==> src/design/haptic_alert_tone_sequencer_defines.svh <==
// Assertion macros shared by the haptic alert tone sequencer RTL.
`ifndef HAPTIC_ALERT_TONE_SEQUENCER_DEFINES_SVH
`define HAPTIC_ALERT_TONE_SEQUENCER_DEFINES_SVH

// Same-cycle implication, sampled on clock, off during reset.
`define HATS_ASSERT_NOW(name, ante, cons, msg) \
   name: assert property (@(posedge clock) disable iff (reset) (ante) |-> (cons)) \
      else $error(msg);

// Next-cycle implication, sampled on clock, off during reset.
`define HATS_ASSERT_NEXT(name, ante, cons, msg) \
   name: assert property (@(posedge clock) disable iff (reset) (ante) |=> (cons)) \
      else $error(msg);

`endif

==> src/design/hats_pkg.sv <==
// Types, codes and constants for the haptic alert tone sequencer.
package hats_pkg;

   localparam int unsigned NOW_W      = 32;
   localparam int unsigned LEVEL_W    = 16;
   localparam int unsigned SPEED_W    = 9;
   localparam int unsigned COUNT_W    = 8;
   localparam int unsigned HALF_W     = 9;
   localparam int unsigned CSR_IDX_W  = 3;
   localparam int unsigned CSR_DATA_W = 16;

   // Only phase bits up to the slow-pattern bit matter.
   localparam int unsigned PHASE_W        = 26;
   localparam int unsigned FAST_PHASE_BIT = 23;
   localparam int unsigned SLOW_PHASE_BIT = 25;

   // 1/16 s in Q16.16
   localparam logic [NOW_W-1:0] BEEP_HALF_PERIOD = 32'd4096;

   localparam logic [SPEED_W-1:0] SPEED_ONE = 9'd256;

   typedef enum logic {
      OP_TICK  = 1'b0,
      OP_ALERT = 1'b1
   } hats_op_type;

   typedef enum logic [1:0] {
      ACT_NONE  = 2'd0,
      ACT_START = 2'd1,
      ACT_STOP  = 2'd2
   } hats_act_type;

   typedef enum logic [1:0] {
      PAT_NONE   = 2'd0,
      PAT_FAST   = 2'd1,
      PAT_SLOW   = 2'd2,
      PAT_STEADY = 2'd3
   } hats_pat_type;

   typedef enum logic [CSR_IDX_W-1:0] {
      CSR_PATTERN_RATE    = 3'd0,
      CSR_TONE_FREQUENCY  = 3'd1,
      CSR_BASE_STRENGTH   = 3'd2,
      CSR_FULL_STRENGTH   = 3'd3,
      CSR_BEEPER_LEVEL    = 3'd4
   } hats_csr_type;

   typedef struct packed {
      hats_op_type          opcode;
      logic [NOW_W-1:0]     now;
      logic [3:0]           warning_class;
      logic                 running;
      logic [SPEED_W-1:0]   speed_factor;
      logic [COUNT_W-1:0]   beep_count;
   } hats_req_type;

   typedef struct packed {
      hats_act_type         tone_action;
      logic [LEVEL_W-1:0]   tone_amplitude;
      hats_act_type         beeper_action;
      logic [LEVEL_W-1:0]   beeper_amplitude;
   } hats_rsp_type;

   typedef struct packed {
      logic [LEVEL_W-1:0]   pattern_rate;
      logic [LEVEL_W-1:0]   base_strength;
      logic [LEVEL_W-1:0]   strength_at_full_speed;
      logic [LEVEL_W-1:0]   beeper_level;
   } hats_cfg_type;

   // Per-cycle step control from the top level to the state units.
   typedef struct packed {
      logic fire;
      logic alert;
   } hats_step_type;

endpackage

==> src/design/haptic_alert_tone_sequencer.sv <==
// Top level of the haptic alert tone sequencer.
//
// Requests come in on req_valid/req_stall/req_payload; each one is a tick
// (current time, warning class, running flag, speed factor) or an alert
// request (beep count). Every request gives exactly one response on
// rsp_valid/rsp_stall/rsp_payload: a haptic tone action with amplitude and
// a beeper action with amplitude; alert requests answer with all zeros.
// Settings come in over csr_we/csr_index/csr_wdata, one 16-bit register
// per write, and must only be changed while no request is in flight.
// A request is held in the input register and then in the response
// register, which drives rsp_valid.
// Throughput: one request per cycle while rsp_stall is low. The pattern multiply, the amplitude
// blend and all state updates sit in one combinational pass between the
// input register and the response register.
// Stalls: the response register holds while it is full and rsp_stall is high; the input
// register then fills and req_stall rises only once both are occupied.
// Reset (synchronous, active high) clears both valid flags, the tone and
// beeper state, the beep counter and edge time, and all settings to zero.
// The tone frequency register is accepted but drives no output.
module haptic_alert_tone_sequencer
   import hats_pkg::*;
(
   input  logic                  clock,
   input  logic                  reset,
   input  logic                  req_valid,
   output logic                  req_stall,
   input  hats_req_type          req_payload,
   output logic                  rsp_valid,
   input  logic                  rsp_stall,
   output hats_rsp_type          rsp_payload,
   input  logic                  csr_we,
   input  logic [CSR_IDX_W-1:0]  csr_index,
   input  logic [CSR_DATA_W-1:0] csr_wdata
);

   `include "haptic_alert_tone_sequencer_defines.svh"

   hats_cfg_type  cfg_ff;
   hats_cfg_type  cfg_in;
   logic          s1_valid;
   hats_req_type  s1_payload;
   logic          advance;
   hats_step_type step;
   hats_rsp_type  rsp_ff;
   hats_rsp_type  rsp_in;
   logic          rsp_valid_ff;
   logic          rsp_valid_in;

   // Settings registers
   always_comb begin
      cfg_in = cfg_ff;
      if (csr_we) begin
         case (hats_csr_type'(csr_index))
            CSR_PATTERN_RATE:   cfg_in.pattern_rate           = csr_wdata;
            CSR_BASE_STRENGTH:  cfg_in.base_strength          = csr_wdata;
            CSR_FULL_STRENGTH:  cfg_in.strength_at_full_speed = csr_wdata;
            CSR_BEEPER_LEVEL:   cfg_in.beeper_level           = csr_wdata;
            default:            cfg_in = cfg_ff;  // tone frequency, unused codes
         endcase
      end
   end

   always_ff @(posedge clock) begin
      if (reset) begin
         cfg_ff <= '0;
      end else begin
         cfg_ff <= cfg_in;
      end
   end

   // Work moves out of the input register when the response slot is free.
   assign advance    = s1_valid && (!rsp_valid_ff || !rsp_stall);
   assign step.fire  = advance;
   assign step.alert = (s1_payload.opcode == OP_ALERT);

   hats_req_stage u_req_stage (
      .clock       (clock),
      .reset       (reset),
      .req_valid   (req_valid),
      .req_stall   (req_stall),
      .req_payload (req_payload),
      .advance     (advance),
      .s1_valid    (s1_valid),
      .s1_payload  (s1_payload)
   );

   hats_tone_unit u_tone_unit (
      .clock          (clock),
      .reset          (reset),
      .step           (step),
      .item           (s1_payload),
      .cfg            (cfg_ff),
      .tone_action    (rsp_in.tone_action),
      .tone_amplitude (rsp_in.tone_amplitude)
   );

   hats_beep_unit u_beep_unit (
      .clock            (clock),
      .reset            (reset),
      .step             (step),
      .item             (s1_payload),
      .cfg              (cfg_ff),
      .beeper_action    (rsp_in.beeper_action),
      .beeper_amplitude (rsp_in.beeper_amplitude)
   );

   // Response register
   always_comb begin
      if (advance) begin
         rsp_valid_in = 1'b1;
      end else if (rsp_stall) begin
         rsp_valid_in = rsp_valid_ff;
      end else begin
         rsp_valid_in = 1'b0;
      end
   end

   always_ff @(posedge clock) begin
      if (reset) begin
         rsp_valid_ff <= 1'b0;
      end else begin
         rsp_valid_ff <= rsp_valid_in;
      end
   end

   always_ff @(posedge clock) begin
      if (advance) begin
         rsp_ff <= rsp_in;
      end
   end

   assign rsp_valid   = rsp_valid_ff;
   assign rsp_payload = rsp_ff;

   `HATS_ASSERT_NOW(a_stall_needs_full_stage, req_stall, s1_valid,
      "request stalled with an empty input stage")
   `HATS_ASSERT_NEXT(a_advance_fills_rsp, advance, rsp_valid,
      "advanced request did not reach the response register")
   `HATS_ASSERT_NOW(a_tone_amp_only_on_start,
      rsp_valid && (rsp_payload.tone_action != ACT_START),
      rsp_payload.tone_amplitude == '0,
      "tone amplitude set without a tone start")
   `HATS_ASSERT_NOW(a_beep_amp_only_on_start,
      rsp_valid && (rsp_payload.beeper_action != ACT_START),
      rsp_payload.beeper_amplitude == '0,
      "beeper amplitude set without a beeper start")

endmodule

==> src/design/hats_req_stage.sv <==
// Input register stage holding the request under work.
module hats_req_stage
   import hats_pkg::*;
(
   input  logic         clock,
   input  logic         reset,
   input  logic         req_valid,
   output logic         req_stall,
   input  hats_req_type req_payload,
   input  logic         advance,
   output logic         s1_valid,
   output hats_req_type s1_payload
);

   logic         valid_ff;
   logic         valid_in;
   hats_req_type payload_ff;
   logic         load;

   assign req_stall = valid_ff && !advance;
   assign load      = req_valid && !req_stall;

   always_comb begin
      if (load) begin
         valid_in = 1'b1;
      end else if (advance) begin
         valid_in = 1'b0;
      end else begin
         valid_in = valid_ff;
      end
   end

   always_ff @(posedge clock) begin
      if (reset) begin
         valid_ff <= 1'b0;
      end else begin
         valid_ff <= valid_in;
      end
   end

   always_ff @(posedge clock) begin
      if (load) begin
         payload_ff <= req_payload;
      end
   end

   assign s1_valid   = valid_ff;
   assign s1_payload = payload_ff;

endmodule

==> src/design/hats_tone_unit.sv <==
// Buzz pattern decode, haptic tone state and speed-blended amplitude.
module hats_tone_unit
   import hats_pkg::*;
(
   input  logic               clock,
   input  logic               reset,
   input  hats_step_type      step,
   input  hats_req_type       item,
   input  hats_cfg_type       cfg,
   output hats_act_type       tone_action,
   output logic [LEVEL_W-1:0] tone_amplitude
);

   logic               tone_on_ff;
   logic               tone_on_in;
   hats_pat_type       pattern;
   logic [PHASE_W-1:0] phase;
   logic               want_tone;
   logic [SPEED_W-1:0] f_sat;
   logic [SPEED_W-1:0] f_inv;
   logic [24:0]        lo_part;
   logic [24:0]        hi_part;
   logic [24:0]        mix;

   always_comb begin
      if (!item.running) begin
         pattern = PAT_NONE;
      end else begin
         case (item.warning_class) inside
            4'd1, 4'd2:   pattern = PAT_FAST;
            [4'd3:4'd6]:  pattern = PAT_SLOW;
            4'd7, 4'd8:   pattern = PAT_STEADY;
            default:      pattern = PAT_NONE;
         endcase
      end
   end

   // Low bits of now * rate (Q24.24); higher bits never reach the pattern decode.
   assign phase = PHASE_W'(item.now[PHASE_W-1:0] * cfg.pattern_rate);

   always_comb begin
      case (pattern)
         PAT_FAST:   want_tone = !phase[FAST_PHASE_BIT];
         PAT_SLOW:   want_tone = !phase[SLOW_PHASE_BIT];
         PAT_STEADY: want_tone = 1'b1;
         default:    want_tone = 1'b0;
      endcase
   end

   assign f_sat   = (item.speed_factor > SPEED_ONE) ? SPEED_ONE : item.speed_factor;
   assign f_inv   = SPEED_ONE - f_sat;
   assign lo_part = 25'(cfg.base_strength) * 25'(f_inv);
   assign hi_part = 25'(cfg.strength_at_full_speed) * 25'(f_sat);
   assign mix     = lo_part + hi_part + 25'd128;

   always_comb begin
      tone_action    = ACT_NONE;
      tone_amplitude = '0;
      tone_on_in     = tone_on_ff;
      if (!step.alert) begin
         if (tone_on_ff && !want_tone) begin
            tone_action = ACT_STOP;
            tone_on_in  = 1'b0;
         end else if (!tone_on_ff && want_tone) begin
            tone_action    = ACT_START;
            tone_amplitude = mix[23:8];
            tone_on_in     = 1'b1;
         end
      end
   end

   always_ff @(posedge clock) begin
      if (reset) begin
         tone_on_ff <= 1'b0;
      end else if (step.fire) begin
         tone_on_ff <= tone_on_in;
      end
   end

endmodule

==> src/design/hats_beep_unit.sv <==
// Alert beeper: half-period counter, edge time and start/stop state.
module hats_beep_unit
   import hats_pkg::*;
(
   input  logic               clock,
   input  logic               reset,
   input  hats_step_type      step,
   input  hats_req_type       item,
   input  hats_cfg_type       cfg,
   output hats_act_type       beeper_action,
   output logic [LEVEL_W-1:0] beeper_amplitude
);

   logic              beeper_on_ff;
   logic              beeper_on_in;
   logic [HALF_W-1:0] half_ff;
   logic [HALF_W-1:0] half_in;
   logic [NOW_W-1:0]  edge_ff;
   logic [NOW_W-1:0]  edge_in;
   logic [NOW_W-1:0]  next_edge;
   logic [HALF_W-1:0] half_dec;
   logic              want_beep;

   assign next_edge = item.now + BEEP_HALF_PERIOD;
   assign half_dec  = half_ff - 9'd1;

   always_comb begin
      half_in          = half_ff;
      edge_in          = edge_ff;
      beeper_on_in     = beeper_on_ff;
      beeper_action    = ACT_NONE;
      beeper_amplitude = '0;
      want_beep        = 1'b0;
      if (step.alert) begin
         // 2n-1 half-periods; zero beeps clears the counter
         if (item.beep_count == '0) begin
            half_in = '0;
         end else begin
            half_in = {item.beep_count, 1'b0} - 9'd1;
         end
         edge_in = next_edge;
      end else begin
         if (half_ff != '0) begin
            want_beep = half_ff[0];
            if (item.now >= edge_ff) begin
               half_in = half_dec;
               if (half_dec != '0) begin
                  edge_in = next_edge;
               end
            end
         end
         if (beeper_on_ff && !want_beep) begin
            beeper_action = ACT_STOP;
            beeper_on_in  = 1'b0;
         end else if (!beeper_on_ff && want_beep) begin
            beeper_action    = ACT_START;
            beeper_amplitude = cfg.beeper_level;
            beeper_on_in     = 1'b1;
         end
      end
   end

   always_ff @(posedge clock) begin
      if (reset) begin
         beeper_on_ff <= 1'b0;
         half_ff      <= '0;
         edge_ff      <= '0;
      end else if (step.fire) begin
         beeper_on_ff <= beeper_on_in;
         half_ff      <= half_in;
         edge_ff      <= edge_in;
      end
   end

endmodule
==> config.mk <==
export PLATFORM = sky130hd
export DESIGN_NAME = haptic_alert_tone_sequencer
export DESIGN_NICKNAME = d
export VERILOG_FILES = /design/src/design/hats_pkg.sv /design/src/design/haptic_alert_tone_sequencer.sv /design/src/design/hats_req_stage.sv /design/src/design/hats_tone_unit.sv /design/src/design/hats_beep_unit.sv
export VERILOG_INCLUDE_DIRS = /design/src /design/src/design
export SDC_FILE = /design/constraint.sdc
export NUM_CORES = 2
export LEC_CHECK = 0
export BUFFER_PORTS_ARGS = -buffer_cell sky130_fd_sc_hd__buf_2
export CAP_MARGIN = 20
export CORE_MARGIN = 1
export CORE_UTILIZATION = 32
export DETAILED_ROUTE_END_ITERATION = 10
export PLACE_DENSITY = 0.58
export SLEW_MARGIN = 25
export SYNTH_ARGS = -nofsm -noshare
export SYNTH_HDL_FRONTEND = slang
export SYNTH_HIERARCHICAL = 1
export SYNTH_SLANG_ARGS = --single-unit
==> constraint.sdc <==
create_clock -name clock -period 20.5 [get_ports clock]
set_clock_uncertainty 0.2 [all_clocks]
set_input_delay 6.15 -clock clock [delete_from_list [all_inputs] [get_ports clock]]
set_output_delay 6.15 -clock clock [all_outputs]
set_load 0.01 [all_outputs]
# Word-level counts from Yosys, hierarchy flattened
# Cells that the tools add are included.
# word_totals
register_bits	200
latchBits	0
mem_bits_rw	0
mem_bits_ro	0
in_bits	79
mem_count	0
# classes
n_addsub	6
mul	3
div	0
order_cmp	4
n_eq_ne	11
n_shift	0
muxes	28
bitwise_logic	3
reduce_logical	43
# ops
operator	n
$mux W32	4
$mul A16 B9 Y24	2
$mux W9	5
$add A32 B13 Y32 const B	1
$ge A32 B32 Y1	1
$mul A26 B16 Y26	1
$add A24 B24 Y24	1
$add A24 B8 Y24 const B	1
$reduce_bool A9 Y1	2
$sub A9 B1 Y9 const B	2
$mux W1	12
$mux W2	6
$reduce_bool A2 Y1	6
$logic_not A1 Y1	10
$gt A9 B9 Y1 const B	1
$reduce_and A3 Y1	3
$sub A9 B9 Y9 const A	1
$logic_and A1 B1 Y1	8
$logic_not A8 Y1	1
$reduce_and A2 Y1	4
$reduce_or A2 Y1	4
$eq A3 B2 Y1 const B	2
$reduce_or A3 Y1	2
$eq A2 B2 Y1 const B	2
14 further kinds	16

# Depth between registers and ports, before layout
# logic_depth
word_depth	12
ltp_mapped	31
ltp_nobuf	29

# By module
# Netlist, hierarchy kept.
# by_module_without_submodules
mod	n_inst	cells_each	area_each_um2
hats_tone_unit	1	2006	17541.8
haptic_alert_tone_sequencer	1	269	3677.3
hats_beep_unit	1	433	3514.6
hats_req_stage	1	59	1701.6

# Least setup slack after synthesis
# No wires, ideal clock.
# synth_timing
path_kind	input-to-output
from	in rsp_stall
to	out req_stall
arrival_ps	9188
required_ps	14150
setup_slack_ps	4962
cell_stages	2
path_cell_list	a21boi_0 > nor2b_4
# synth_between
elab_chain_len	5
# synth_rtl
element	line	source
start, declared	haptic_alert_tone_sequencer.sv:29	input logic rsp_stall,
$logic_not A1 Y1	haptic_alert_tone_sequencer.sv:72	assign advance = s1_valid && (!rsp_valid_ff || !rsp_stall);
$logic_or A1 B1 Y1	haptic_alert_tone_sequencer.sv:72	
$logic_and A1 B1 Y1	haptic_alert_tone_sequencer.sv:72	
$logic_not A1 Y1	hats_req_stage.sv:20	assign req_stall = valid_ff && !advance;
$logic_and A1 B1 Y1	hats_req_stage.sv:20	
end, declared	haptic_alert_tone_sequencer.sv:26	output logic req_stall,
# No other way between the ends.

# Worst setup path after layout
# layout_timing
from	in rsp_stall
to	out req_stall
# layout_between
elab_chain_len	5
# layout_rtl
element	line	source
$logic_not A1 Y1	haptic_alert_tone_sequencer.sv:72	
$logic_or A1 B1 Y1	haptic_alert_tone_sequencer.sv:72	
$logic_and A1 B1 Y1	haptic_alert_tone_sequencer.sv:72	
via advance	haptic_alert_tone_sequencer.sv:42	logic advance;
$logic_not A1 Y1	hats_req_stage.sv:20	
$logic_and A1 B1 Y1	hats_req_stage.sv:20	
# The timed path passes the listed nets, and every way through them passes these cells.

==> results.sh <==
export IMPL_status="finished with violations"
export IMPL_violations="DRC"
export IMPL_start_util_pct=32.2
export IMPL_ios=117
export IMPL_dr_first_iter_drc_count=1040
export IMPL_crit_arrival_ns=6.73
export IMPL_dominantRegCellSynth="dfxtp_1"
export IMPL_portBuffers=116
export IMPL_grt_max_degree=61
export IMPL_required_ns=14.15
export IMPL_grt_remaining_overflow=0
export IMPL_avgViaCountPerCell=4.73
export IMPL_hold_viol=0
export IMPL_drtAntennaViolNets=0
export IMPL_grtUsageTotal_pct=16.5
export IMPL_worst_setup_path_type="in2out"
export IMPL_wl_per_cell_um=16.9
export IMPL_synthTopCellsByArea="fa_1, edfxtp_1, ha_1, dfxtp_1, inv_1"
export IMPL_area_growth_pct=9.03
export IMPL_grt_pass1_wl_mm=106
export IMPL_synth_top_cell_area_share_pct=34.3
export IMPL_dp_hpwl_mm=49.1
export IMPL_syn_nets=3479
export IMPL_cp_common_cell="buf_2"
export IMPL_dr_pass1_iters=8
export IMPL_nets=3519
export IMPL_antenna_found_initial=4
export IMPL_rows=105
export IMPL_synth_cell_types=83
export IMPL_die_width_um=289
export IMPL_dieHeight_um=289
export IMPL_synthCells=2767
export IMPL_syn_area_per_cell_um2=9.55
export IMPL_final_util_pct=35.2
export IMPL_min_period_ns=13.08
export IMPL_path_clk_slew_ns=0.08
export IMPL_start_kind="primary input"
export IMPL_postCtsSetupRepairBufs=0
export IMPL_cts_buffers=17
export IMPL_dieArea_um2=83800
export IMPL_ys_warn_count=6
export IMPL_end_kind="primary output"
export IMPL_slowest_stage="buf_2"
export IMPL_power_leakage_nw=13.7
export IMPL_cap_viol_max_count=0
export IMPL_cts_max_level=4
export IMPL_crit_fanout=3
export IMPL_diodes=0
export IMPL_ys_seq_area_share_pct=18.6
export IMPL_synth_top_cell_by_area="fa_1"
export IMPL_num_vias=18400
export IMPL_power_density_nw_per_um2=40.8
export IMPL_slowest_delay_ns=0.18
export IMPL_drc_errors=2
export IMPL_ys_ff_latch=200
export IMPL_min_path_type="reg2reg"
export IMPL_cts_sinks=200
export IMPL_hold_buffers=0
export IMPL_fin_setup_tns_ns=0
export IMPL_synth_edf_count=91
export IMPL_gp_congestion=0.808
export IMPL_drive_above_1_share_pct=7.70
export IMPL_crit_chain="buf_2, a21boi_4, nor2b_4, buf_2"
export IMPL_drv_slew=0
export IMPL_setup_viol=0
export IMPL_cts_root_buf="clkbuf_16"
export IMPL_cts_buffer_depth=2
export IMPL_ir_drop_mv=0.0612
export IMPL_cts_tree="built"
export IMPL_grt_pass1_vias=19100
export IMPL_synthArstFlopShare_pct=0
export IMPL_cts_resized_gates=0
export IMPL_coreArea_um2=82000
export IMPL_worst_pin_slew_ns=1.03
export IMPL_worstSkewPairLatency_ns=0.52
export IMPL_clock_fmax_mhz=76.4
export IMPL_synth_common_cells="inv_1, fa_1, nand2_1"
export IMPL_period_share_pct=63.8
export IMPL_slew_headroom_pct=31.2
export IMPL_reg2reg_slack_ns=11.66
export IMPL_routed_wl_mm=65.6
export IMPL_synthesis_area_um2=26400
export IMPL_yosysMostFrequentCell="inv_1"
export IMPL_rsz0062_at_grt="false"
==> stage by stage <==
step | hold WS (ns) | instances | area, µm² | total power [mW] | setup WS, ns
after floorplan | 0.248 | 2767 | 26400 | 0.686 | 4.96
after global placement | 0.257 | 3858 | 28100 | 0.782 | 7.37
after detailed placement | 0.262 | 3858 | 28100 | 0.785 | 7.37
after CTS | 0.276 | 3890 | 28800 | 1.19 | 7.37
after global routing | 0.290 | 3890 | 28800 | 1.25 | 7.36
final | 0.275 | 3890 | 28800 | 1.18 | 7.42
==> layout make-up <==
| cell class | instances | area, µm² |
|---|---|---|
| fill | 8478 | 53200 |
| timing repair buffer | 158 | 896 |
| tap | 1070 | 1340 |
| inverter | 559 | 2100 |
| sequential | 200 | 4910 |
| clock buffer | 17 | 425 |
| clock inverter | 15 | 248 |
| multi-input combinational | 1871 | 18900 |
==> sequential cells by signal, indices dropped and copies added, names as in the netlist <==
signal	count
u_req_stage/s1_payload	55
cfg_ff	64
u_beep_unit/beeper_on_ff	1
u_beep_unit/half_ff	9
rsp_valid	1
u_tone_unit/tone_on_ff	1
rsp_payload	36
u_req_stage/s1_valid	1
u_beep_unit/edge_ff	32
==> logic make-up after synthesis <==
kind of cell               share of synthesized area (%)
AOI/OAI and AO/OA                                   5.92
xor gates and xnor gates                            2.87
adders and majority gates                           42.8
buffers and inverters                               10.2
and+or+nand+nor                                     17.0
muxes                                               2.65
DFF                                                 18.6
==> critical path: cells and delay by family <==
kind / cells / cell delay [ns]
simple gates: 1 / 0.16
compound gates: 1 / 0.09
buf+inv: 2 / 0.33
==> path summary, 6_finish.rpt <==
path / from / endpoint / cells after the start
worst max-delay path: rsp_stall / req_stall / 4
worst min-delay path: cfg_ff[3]$_SDFFE_PP0P_ / cfg_ff[3]$_SDFFE_PP0P_ / 2
worst max register to register: u_req_stage/s1_payload[32]$_DFFE_PP_ / rsp_payload[30]$_DFFE_PP_ / 26
worst min register to register: cfg_ff[3]$_SDFFE_PP0P_ / cfg_ff[3]$_SDFFE_PP0P_ / 2
==> power by group <==
group          internal (mW)  switching (mW)
sequential             0.442          0.0301
combinational          0.117           0.186
clock                  0.179           0.221
total                  0.738           0.437
==> cells in the final DEF, fill, tap and decap left out, types with 4 or more instances in the layout <==
cell / Yosys / layout
inv_1: 559 / 558
fa_1: 453 / 453
nand2_1: 365 / 364
and2_1: 254 / 254
ha_1: 180 / 180
buf_2: 12 / 116
dfxtp_1: 109 / 109
edfxtp_1: 91 / 91
nand2b_1: 88 / 88
mux2i_1: 70 / 70
xnor2_1: 58 / 57
a21oi_1: 49 / 49
o211ai_1: 47 / 47
nor2_1: 46 / 46
buf_4: 3 / 42
xor2_1: 26 / 26
nor2b_1: 27 / 24
nand3_1: 20 / 20
o211a_1: 20 / 20
o21ai_0: 18 / 18
clkbuf_16: 0 / 17
nand4_1: 15 / 15
nor3_1: 14 / 14
a21o_1: 12 / 12
nor4_1: 7 / 7
nor3b_1: 6 / 6
a211oi_1: 6 / 6
inv_16: 0 / 5
inv_12: 0 / 5
o21a_1: 5 / 5
and2b_1: 5 / 5
and3_1: 4 / 4
o31ai_1: 4 / 4
o21bai_1: 4 / 4
==> per-layer routing <==
| metal | GRT usage (%) | wire length (µm) | vias to the layer above |
|---|---|---|---|
| li1 | - | - | 8546 |
| met1 | 22.7 | 30200 | 9351 |
| met2 | 27.0 | 31100 | 430 |
| met3 | 2.36 | 3210 | 72 |
| met4 | 4.43 | 1110 | 2 |
| met5 | 0 | 11 | - |
No activity file was read; power rests on OpenSTA's default activity.
